[src/rtl/deq_pkg.sv]
// shared constants and types for the double-ended queue
package deq_pkg;

  localparam int unsigned OUT_BITS      = 32;
  localparam int unsigned MODE_BITS     = 3;
  localparam int unsigned DEF_CAPACITY  = 16;
  localparam int unsigned DEF_WORD_BITS = 32;

  localparam logic [OUT_BITS-1:0] EMPTY_VALUE = '1;

  typedef enum logic [MODE_BITS-1:0] {
    MODE_PUSH_BACK  = 3'd0,
    MODE_PUSH_FRONT = 3'd1,
    MODE_POP_FRONT  = 3'd2,
    MODE_POP_BACK   = 3'd3,
    MODE_QUERY      = 3'd4
  } mode_e;

  typedef enum logic [1:0] {
    ST_IDLE = 2'b01,
    ST_READ = 2'b10
  } state_e;

endpackage

[src/rtl/double_ended_queue.sv]
// bounded double-ended queue of signed words kept in a ring memory
//
// Each accepted word on the input channel is one operation (push back, push front,
// pop front, pop back or query; unused mode codes act as a query) and gives exactly
// one result word with the front and rear entries (-1 when empty), the empty and full
// flags and a flag for a push refused because the queue was full. Pushes and queries
// complete in the idle state; a pop that leaves the queue non-empty also visits
// the read state, stalling the input, as its new front or rear entry is fetched from
// the single-port-read ring memory, whose read data is registered. The front and rear
// entries are held in registers, so only pops touch the memory read port. The ring
// memory needs no clearing after reset: an entry is read only after a push wrote it.
module double_ended_queue #(
  parameter int unsigned CAPACITY  = deq_pkg::DEF_CAPACITY,
  parameter int unsigned WORD_BITS = deq_pkg::DEF_WORD_BITS
) (
  input  logic                               clk_i,
  input  logic                               rst_ni,
  input  logic                               in_valid_i,
  output logic                               in_stall_o,
  input  logic [deq_pkg::MODE_BITS-1:0]      mode_i,
  input  logic signed [deq_pkg::OUT_BITS-1:0] value_i,
  output logic                               out_valid_o,
  input  logic                               out_stall_i,
  output logic signed [deq_pkg::OUT_BITS-1:0] front_value_o,
  output logic signed [deq_pkg::OUT_BITS-1:0] rear_value_o,
  output logic                               is_empty_o,
  output logic                               is_full_o,
  output logic                               push_dropped_o
);
  import deq_pkg::*;

  localparam int unsigned ADDR_W = $clog2(CAPACITY);
  localparam int unsigned CNT_W  = $clog2(CAPACITY + 1);
  localparam logic [ADDR_W-1:0] LAST_SLOT = ADDR_W'(CAPACITY - 1);
  localparam logic [CNT_W-1:0]  FULL_CNT  = CNT_W'(CAPACITY);
  localparam logic [CNT_W-1:0]  ONE_CNT   = CNT_W'(1);

  logic [WORD_BITS-1:0] mem [CAPACITY];

  state_e               state_q, state_d;
  logic [ADDR_W-1:0]    head_q, head_d;
  logic [ADDR_W-1:0]    rear_q, rear_d;
  logic [CNT_W-1:0]     count_q, count_d;
  logic [WORD_BITS-1:0] front_word_q, front_word_d;
  logic [WORD_BITS-1:0] rear_word_q, rear_word_d;
  logic                 out_valid_q, out_valid_d;
  logic                 dropped_q, dropped_d;
  logic                 read_front_q, read_front_d;
  logic [WORD_BITS-1:0] rd_data_q;

  logic                 in_accept;
  logic                 wr_en;
  logic [ADDR_W-1:0]    wr_addr;
  logic                 rd_en;
  logic [ADDR_W-1:0]    rd_addr;
  logic [WORD_BITS-1:0] in_word;
  logic [OUT_BITS-1:0]  front_ext;
  logic [OUT_BITS-1:0]  rear_ext;
  logic [ADDR_W-1:0]    head_inc, head_dec, rear_inc, rear_dec;
  logic                 is_empty, is_full;
  mode_e                mode;

  assign is_empty = (count_q == '0);
  assign is_full  = (count_q == FULL_CNT);

  assign head_inc = (head_q == LAST_SLOT) ? '0 : head_q + ADDR_W'(1);
  assign head_dec = (head_q == '0) ? LAST_SLOT : head_q - ADDR_W'(1);
  assign rear_inc = (rear_q == LAST_SLOT) ? '0 : rear_q + ADDR_W'(1);
  assign rear_dec = (rear_q == '0) ? LAST_SLOT : rear_q - ADDR_W'(1);

  generate
    if (WORD_BITS >= OUT_BITS) begin : g_wide
      assign front_ext = front_word_q[OUT_BITS-1:0];
      assign rear_ext  = rear_word_q[OUT_BITS-1:0];
      if (WORD_BITS > OUT_BITS) begin : g_pad
        assign in_word = {{(WORD_BITS-OUT_BITS){1'b0}}, value_i};
      end else begin : g_same
        assign in_word = value_i;
      end
    end else begin : g_narrow
      assign front_ext = {{(OUT_BITS-WORD_BITS){front_word_q[WORD_BITS-1]}}, front_word_q};
      assign rear_ext  = {{(OUT_BITS-WORD_BITS){rear_word_q[WORD_BITS-1]}}, rear_word_q};
      assign in_word   = value_i[WORD_BITS-1:0];
    end
  endgenerate

  assign in_stall_o     = (state_q != ST_IDLE) || (out_valid_q && out_stall_i);
  assign in_accept      = in_valid_i && !in_stall_o;
  assign out_valid_o    = out_valid_q;
  assign front_value_o  = is_empty ? EMPTY_VALUE : front_ext;
  assign rear_value_o   = is_empty ? EMPTY_VALUE : rear_ext;
  assign is_empty_o     = is_empty;
  assign is_full_o      = is_full;
  assign push_dropped_o = dropped_q;

  always_comb begin
    mode         = mode_e'(mode_i);
    state_d      = state_q;
    head_d       = head_q;
    rear_d       = rear_q;
    count_d      = count_q;
    front_word_d = front_word_q;
    rear_word_d  = rear_word_q;
    dropped_d    = dropped_q;
    read_front_d = read_front_q;
    out_valid_d  = out_valid_q && out_stall_i;
    wr_en        = 1'b0;
    wr_addr      = rear_inc;
    rd_en        = 1'b0;
    rd_addr      = head_inc;

    case (state_q)
      ST_IDLE: begin
        if (in_accept) begin
          dropped_d   = 1'b0;
          out_valid_d = 1'b1;
          case (mode)
            MODE_PUSH_BACK: begin
              if (is_full) begin
                dropped_d = 1'b1;
              end else begin
                wr_en       = 1'b1;
                wr_addr     = rear_inc;
                rear_d      = rear_inc;
                count_d     = count_q + ONE_CNT;
                rear_word_d = in_word;
                if (is_empty) begin
                  front_word_d = in_word;
                end
              end
            end
            MODE_PUSH_FRONT: begin
              if (is_full) begin
                dropped_d = 1'b1;
              end else begin
                wr_en        = 1'b1;
                wr_addr      = head_dec;
                head_d       = head_dec;
                count_d      = count_q + ONE_CNT;
                front_word_d = in_word;
                if (is_empty) begin
                  rear_word_d = in_word;
                end
              end
            end
            MODE_POP_FRONT: begin
              if (!is_empty) begin
                head_d  = head_inc;
                count_d = count_q - ONE_CNT;
                if (count_q != ONE_CNT) begin
                  rd_en        = 1'b1;
                  rd_addr      = head_inc;
                  read_front_d = 1'b1;
                  out_valid_d  = 1'b0;
                  state_d      = ST_READ;
                end
              end
            end
            MODE_POP_BACK: begin
              if (!is_empty) begin
                rear_d  = rear_dec;
                count_d = count_q - ONE_CNT;
                if (count_q != ONE_CNT) begin
                  rd_en        = 1'b1;
                  rd_addr      = rear_dec;
                  read_front_d = 1'b0;
                  out_valid_d  = 1'b0;
                  state_d      = ST_READ;
                end
              end
            end
            default: begin
            end
          endcase
        end
      end
      ST_READ: begin
        if (read_front_q) begin
          front_word_d = rd_data_q;
        end else begin
          rear_word_d = rd_data_q;
        end
        out_valid_d = 1'b1;
        state_d     = ST_IDLE;
      end
      default: begin
        state_d = ST_IDLE;
      end
    endcase
  end

  always_ff @(posedge clk_i) begin
    if (wr_en) begin
      mem[wr_addr] <= in_word;
    end
    if (rd_en) begin
      rd_data_q <= mem[rd_addr];
    end
  end

  always_ff @(posedge clk_i or negedge rst_ni) begin
    if (!rst_ni) begin
      state_q      <= ST_IDLE;
      head_q       <= '0;
      rear_q       <= LAST_SLOT;
      count_q      <= '0;
      out_valid_q  <= 1'b0;
      dropped_q    <= 1'b0;
      read_front_q <= 1'b0;
    end else begin
      state_q      <= state_d;
      head_q       <= head_d;
      rear_q       <= rear_d;
      count_q      <= count_d;
      out_valid_q  <= out_valid_d;
      dropped_q    <= dropped_d;
      read_front_q <= read_front_d;
    end
  end

  always_ff @(posedge clk_i) begin
    front_word_q <= front_word_d;
    rear_word_q  <= rear_word_d;
  end

endmodule
[config.mk]
export PLATFORM = sky130hd
export DESIGN_NAME = double_ended_queue
export DESIGN_NICKNAME = d
export VERILOG_FILES = /design/src/rtl/deq_pkg.sv /design/src/rtl/double_ended_queue.sv
export SDC_FILE = /design/constraint.sdc
export NUM_CORES = 1
export LEC_CHECK = 0
export BUFFER_PORTS_ARGS = -buffer_cell sky130_fd_sc_hd__buf_4
export CORE_UTILIZATION = 40
export CTS_CLUSTER_SIZE = 16
export DETAILED_ROUTE_END_ITERATION = 6
export GPL_TIMING_DRIVEN = 0
export PLACE_DENSITY = 0.6
export SETUP_SLACK_MARGIN = 0.1
export SYNTH_ARGS = -nofsm -noshare
export SYNTH_HDL_FRONTEND = slang
export SYNTH_SLANG_ARGS = --single-unit
export TNS_END_PERCENT = 10
[constraint.sdc]
create_clock -name clk_i -period 5.9 [get_ports clk_i]
set_clock_uncertainty 0.2 [all_clocks]
set_input_delay 1.77 -clock clk_i [delete_from_list [all_inputs] [get_ports clk_i]]
set_output_delay 1.77 -clock clk_i [all_outputs]
set_load 0.005 [all_outputs]
* After elaboration in Yosys (flattened, before gate mapping) *
Memory sizes are Yosys's and may differ from the RTL's. A register that Yosys moved wholly into a read port is not among the register bits.
Index checks and enable logic that the tools add are counted.

storage, ports and cells
  flip-flop bits (word level) = 82
  memory bits (writable) = 512
  output and inout port bits = 69
  word-level logic and storage cells = 131
  memories kept = 1

cells by class
  add/sub/neg operators = 6
  equality and inequality tests = 29
  muxes and demuxes = 63
  reduce and logical (&&, ||, !) cells = 23

memories
  name  words  bits a word  rd ports  clocked after memory_dff  wr ports  RTL line                  source
  mem   16     32           1         1                         1         double_ended_queue.sv:38  logic [WORD_BITS-1:0] mem [CAPACITY];

operator list
  cell                                                  count
  two-way mux 32 bit                                    9
  case mux 32 bit (2 select lines)                      4
  two-way mux 4 bit                                     17
  != test 2 bit (second input constant)                 14
  two-way mux 1 bit                                     21
  AND reduction 7 bit                                   3
  case mux 4 bit (2 select lines)                       2
  AND reduction 5 bit                                   3
  != test 3 bit (second input constant)                 4
  two-way mux 2 bit                                     5
  two-way mux 5 bit                                     2
  case mux 5 bit (2 select lines)                       1
  nonzero test 2 bit                                    5
  adder 4 x 1 -> 4 bit (second input constant)          2
  equality test 4 bit (second input constant)           2
  zero test 4 bit                                       2
  subtractor 4 x 1 -> 4 bit (second input constant)     2
  equality test 3 x 2 -> 1 bit (second input constant)  2
  adder 5 x 1 -> 5 bit (second input constant)          1
  equality test 5 bit (second input constant)           1
  zero test 5 bit                                       1
  != test 5 x 1 -> 1 bit (second input constant)        1
  subtractor 5 x 1 -> 5 bit (second input constant)     1
  case mux 1 bit (2 select lines)                       2
  other kinds (12)                                      14

* Depth between registers and ports, before layout *
  word-level depth = 8
  gate-level depth with buffers = 12
  depth with buffers taken out = 9

* Worst setup path after synthesis *
OpenSTA, ideal clock, no wires.

  kind = input to register
  from = input in_valid_i
  to = memory mem[12][0] (netlist bit) (enable)
  arrival time = 5158 ps
  slack = 81 ps
  cell stages on the path = 5
  path buffers = 0
  cell sequence = and2_1 -> and2_1 -> nand4_1 -> mux2_1 -> nor3_1

on the way
  word-level cells in the longest chain between the ends = 5
  elaborated cells between the ends (all ways) = 7

RTL lines
  what                                     RTL line                   source
  start: declaration                       double_ended_queue.sv:18   input logic in_valid_i,
  logical AND 1 bit *                      double_ended_queue.sv:88   assign in_accept = in_valid_i && !in_stall_o;
  two-way mux 1 bit                        double_ended_queue.sv:114  if (in_accept) begin
  two-way mux 1 bit                        double_ended_queue.sv:112  case (state_q)
  two-way mux 1 bit                        double_ended_queue.sv:193  if (wr_en) begin
  two-way mux 1 bit (implied by the code)  double_ended_queue.sv:194  mem[wr_addr] <= in_word;
  end: declaration                         double_ended_queue.sv:38

Mark *: on every way between the ends. The rest lies on a longest branch, timed or not.

* Worst setup path in the final report *
  from = register rear_q[0]
  to = memory mem[2][0] (netlist bit) (enable)

on the way
  word-level cells in the longest chain between the ends = 6
  elaborated cells between the ends (all ways) = 7

RTL lines
  what                                                         RTL line                   source
  start: declaration                                           double_ended_queue.sv:42   logic [ADDR_W-1:0] rear_q, rear_d;
  start signal: assignment                                     double_ended_queue.sv:213  rear_q <= rear_d;
  adder 4 x 1 -> 4 bit or equality test 4 bit (tied branches)  double_ended_queue.sv:68   assign rear_inc = (rear_q == LAST_SLOT) ? '0 : rear_q + ADDR_W'(1);
  two-way mux 4 bit *                                          double_ended_queue.sv:68
  two-way mux 4 bit                                            double_ended_queue.sv:133  if (is_full) begin
  two-way mux 4 bit                                            -
  two-way mux 4 bit                                            double_ended_queue.sv:114
  two-way mux 4 bit *                                          double_ended_queue.sv:112

Marks and branches as above.

==> summary.txt <==
Status
  • Run status: finished, violations left
  • Failing checks: design-rule violations

Placement
  • Post-Place Cell Area: approximately 0.031 sq mm
  • Hpwl dp: about 65 mm
  • IO Port Bufs: 106
  • Final GP Congestion: a little under 0.9

Yosys
  • Largest family of logic cells by synthesized area: simple AND/OR/NAND/NOR gates
  • Mux cell area share after synthesis: under 10%
  • Flop and latch count out of synthesis: approximately 630
  • Synth Area per Inst: 10.9 sq um
  • Synth Area in Simple Gates: between 15 and 20%
  • Warnings from Yosys: 0
  • Register area share after synthesis: about two thirds
  • Compound-Gate Fraction of Synth Area: roughly a tenth
  • Fraction of registers with async set/reset: around 2.9%
  • Main flop type after synthesis: edfxtp_1
  • Post-synthesis net count: between 2000 and 3000
  • Number of distinct library cells after synthesis: 56
  • Post-Synth Adder-Cell Area: 0.439%
  • Synthesized area: 0.0285 sq mm
  • Post-Synthesis Cells: between 2000 and 3000
  • Area share of xor/xnor cells in the synthesized design: 0.492%
  • Post-synth EDFFs: between 600 and 700

STA
  • Fmax: roughly 190 MHz
  • Setup_tns: 0 ns
  • Post-route minimum period: between 5 and 6 ns
  • # setup viols final: 0
  • Final Hold Viols: 0
  • Worst slew margin: 8.97%
  • Tightest Pin Transition: between 1 and 1.5 ns
  • Unrepaired setup endpoints after global routing: no
  • Fin crit share: about nine tenths
  • Count of pins over their slew limit: 0

Critical path
  • CP max stage cell: nor3_2
  • Crit path largest cell delay: 0.91 ns
  • WP data required: roughly 6.0 ns
  • Worst Path Arrival: between 5 and 6 ns
  • Crit-path max FO: 11
  • Worst setup EP type: flop
  • Delay-heaviest family, CP: buffers and inverters
  • Cell mode on critical path: clkbuf_1
  • Worst-path cell chain: inv_1 -> ha_1 -> clkbuf_1 -> clkbuf_1 -> clkbuf_1 -> buf_1 -> nand2_1 -> o21a_1 -> nor3_2 -> buf_8 -> buf_4
  • Startpoint Class: flop
  • WP buf/inv: 7
  • Crit path kind: reg -> reg

Flow run
  • Max Cap Viol: 0

CTS
  • Clock buffer depth: 3
  • Root Buffer: clkbuf_16
  • Clk_lat worst skew: 0.62 ns
  • TritonCTS clock tree: built
  • CTS resizes: 0
  • Post-CTS repair timing setup buffer count: 0
  • Post-CTS Hold Buffers: 0
  • Reg clk slew, reported paths: roughly 0.06 ns
  • # clock sinks: between 600 and 700
  • CTS Buf Count: between 60 and 70
  • CTS H-tree lvls: 3

Layout
  • Most frequent cells in the layout: nand2_1, edfxtp_1, a21oi_1, nor3_1, clkbuf_1
  • NumNets Final: between 2000 and 3000
  • Design Area, Final: around 0.033 sq mm
  • P&R area growth vs syn: 17.5%
  • Leading cell type in the layout, fill and taps excluded: nand2_1
  • Share of layout cells above drive strength 1: around 16%

Global route
  • Antenna violations before repair: 1
  • Grt total ovfl: 0
  • Largest net degree at the start of global routing: 19
  • First-pass GRT wire length: 134 mm
  • Total Routing Usage GR: between 20% and 30%
  • Number of global-route vias before repair: about 21000

Route
  • Final ANT Viol Nets: 0
  • Vias: around 22000
  • Drt drc: 11
  • DRT iter0 DRCs: approximately 2600
  • DRT Pass-1 Iters: 7
  • WL per Instance: around 24 microns
  • Wirelength, routed: 93.1 mm
  • Vias per cell: about 5.8

Floorplanning
  • Core area: ~0.070 sq mm
  • Initial Utilization: ~41%
  • Die ar.: 0.0723 sq mm
  • Die Span X: roughly 270 microns
  • Row count: 97
  • Chip Height: about 270 microns
  • Io pins: approximately 110

Power and ir drop
  • Final total power: about 19 mW
  • Pwr/cell area: 558 mW/mm^2
  • Static Leakage: around 12 nW
  • Peak VDD IR: ~0.28 mV

Min path
  • Min-Delay Path Class: reg -> reg
==> worst reg2reg max path: stages, from the launching register on <==
cell and delay (ns):
dfstp_2 0.60, inv_1 0.09, ha_1 0.32, clkbuf_1 0.36, clkbuf_1 0.61, clkbuf_1 0.54
buf_1 0.46, nand2_1 0.13, o21a_1 0.28, nor3_2 0.91, buf_8 0.25, buf_4 0.24
==> where the power goes <==
| group | leakage, nW | internal [mW] | switching (mW) | total [mW] |
|---|---|---|---|---|
| Combinational | 4.96 | 2.70 | 6.19 | 8.88 |
| Clock | 1.05 | 2.42 | 1.77 | 4.19 |
| Sequential | 5.71 | 5.47 | 0.157 | 5.62 |
| Total | 11.7 | 10.6 | 8.11 | 18.7 |
==> final timing paths <==
path                           startpoint        endpoint  slack [ns]  depth (start not counted)
setup / recovery                rear_q[0]       mem[2][0]        0.61                         11
hold / removal             push_dropped_o  push_dropped_o        0.31                          2
setup reg to reg                rear_q[0]       mem[2][0]        0.61                         11
hold reg to reg            push_dropped_o  push_dropped_o        0.31                          2
max in group asynchronous          rst_ni       rear_q[3]        4.40                          1
min in group asynchronous          rst_ni     out_valid_o        0.83                          1
==> stage by stage <==
stage | hold WS, ns | std cells | worst slack (ns) | util, %
floorplan | 0.273 | 2607 | 0.0813 | -
global placement | 0.289 | 3653 | -3.09 | 43.4
detailed placement | 0.293 | 3718 | 0.665 | 44.6
CTS | 0.302 | 3838 | 0.675 | 47.6
global route | 0.345 | 3838 | 0.441 | 47.6
finish | 0.307 | 3839 | 0.609 | 47.6
==> synthesized netlist by cell type (all sizes together), types with 2 or more instances <==
cell type	count	area, sq um
clkbuf	124	465
edfxtp	608	18300
and4	10	87.6
a31oi	3	18.8
nor2	17	63.8
a41oi	2	17.5
nand3	6	40.0
mux2	37	420
ha	10	125
o31ai	3	22.5
xor2	7	61.3
nor3	189	946
or4	22	165
or3	2	17.5
o21ai	56	288
a221oi	2	17.5
a21oi	350	1760
a311oi	88	771
nor2b	2	12.5
buf	61	364
nand2	870	3270
dfrtp	13	325
inv	15	56.3
dfstp	5	131
or2	64	400
nand2b	3	18.8
xnor2	9	78.8
mux2i	9	115
o21a	2	15.0
nand4	2	12.5
and2	2	12.5
==> layout make-up <==
class,instances,area [sq um]
diodes,1,2.50
plain buffers,185,830
well taps,940,1180
clock inverters,45,419
flip-flops and latches,626,18700
fillers,6234,36800
repair buffers,171,1540
clock buffers,75,1730
inverters,15,56.3
multi-input cells,1781,9020
==> flip-flops by register name, indices dropped and copies added (netlist names) <==
signal and flops:
rear_q 4, head_q 4, push_dropped_o 1, count_q 5, read_front_q 1, rear_ext 32
mem 512, front_ext 32, state_q 2, rd_data_q 32, out_valid_o 1
==> per-layer routing <==
layer | share of wire, % | track usage (%)
met5 | 0 | 0
met4 | 2.9 | 8.74
met3 | 11 | 5.08
met2 | 46 | 40.6
met1 | 40 | 34.4
==> kinds of logic (layout without fill, tap and decap cells) <==
| group | count (synthesis) | after routing |
|---|---|---|
| AND/OR/NAND/NOR | 1193 | 1193 |
| flip-flops | 626 | 626 |
| buffers and inverters | 200 | 491 |
| adder cells (fa/ha/maj) | 10 | 10 |
| other | 0 | 1 |
| multiplexers | 46 | 46 |
| XOR/XNOR | 16 | 16 |
| AO/OA/AOI/OAI | 516 | 516 |
Power figures use the tool's default switching activity.
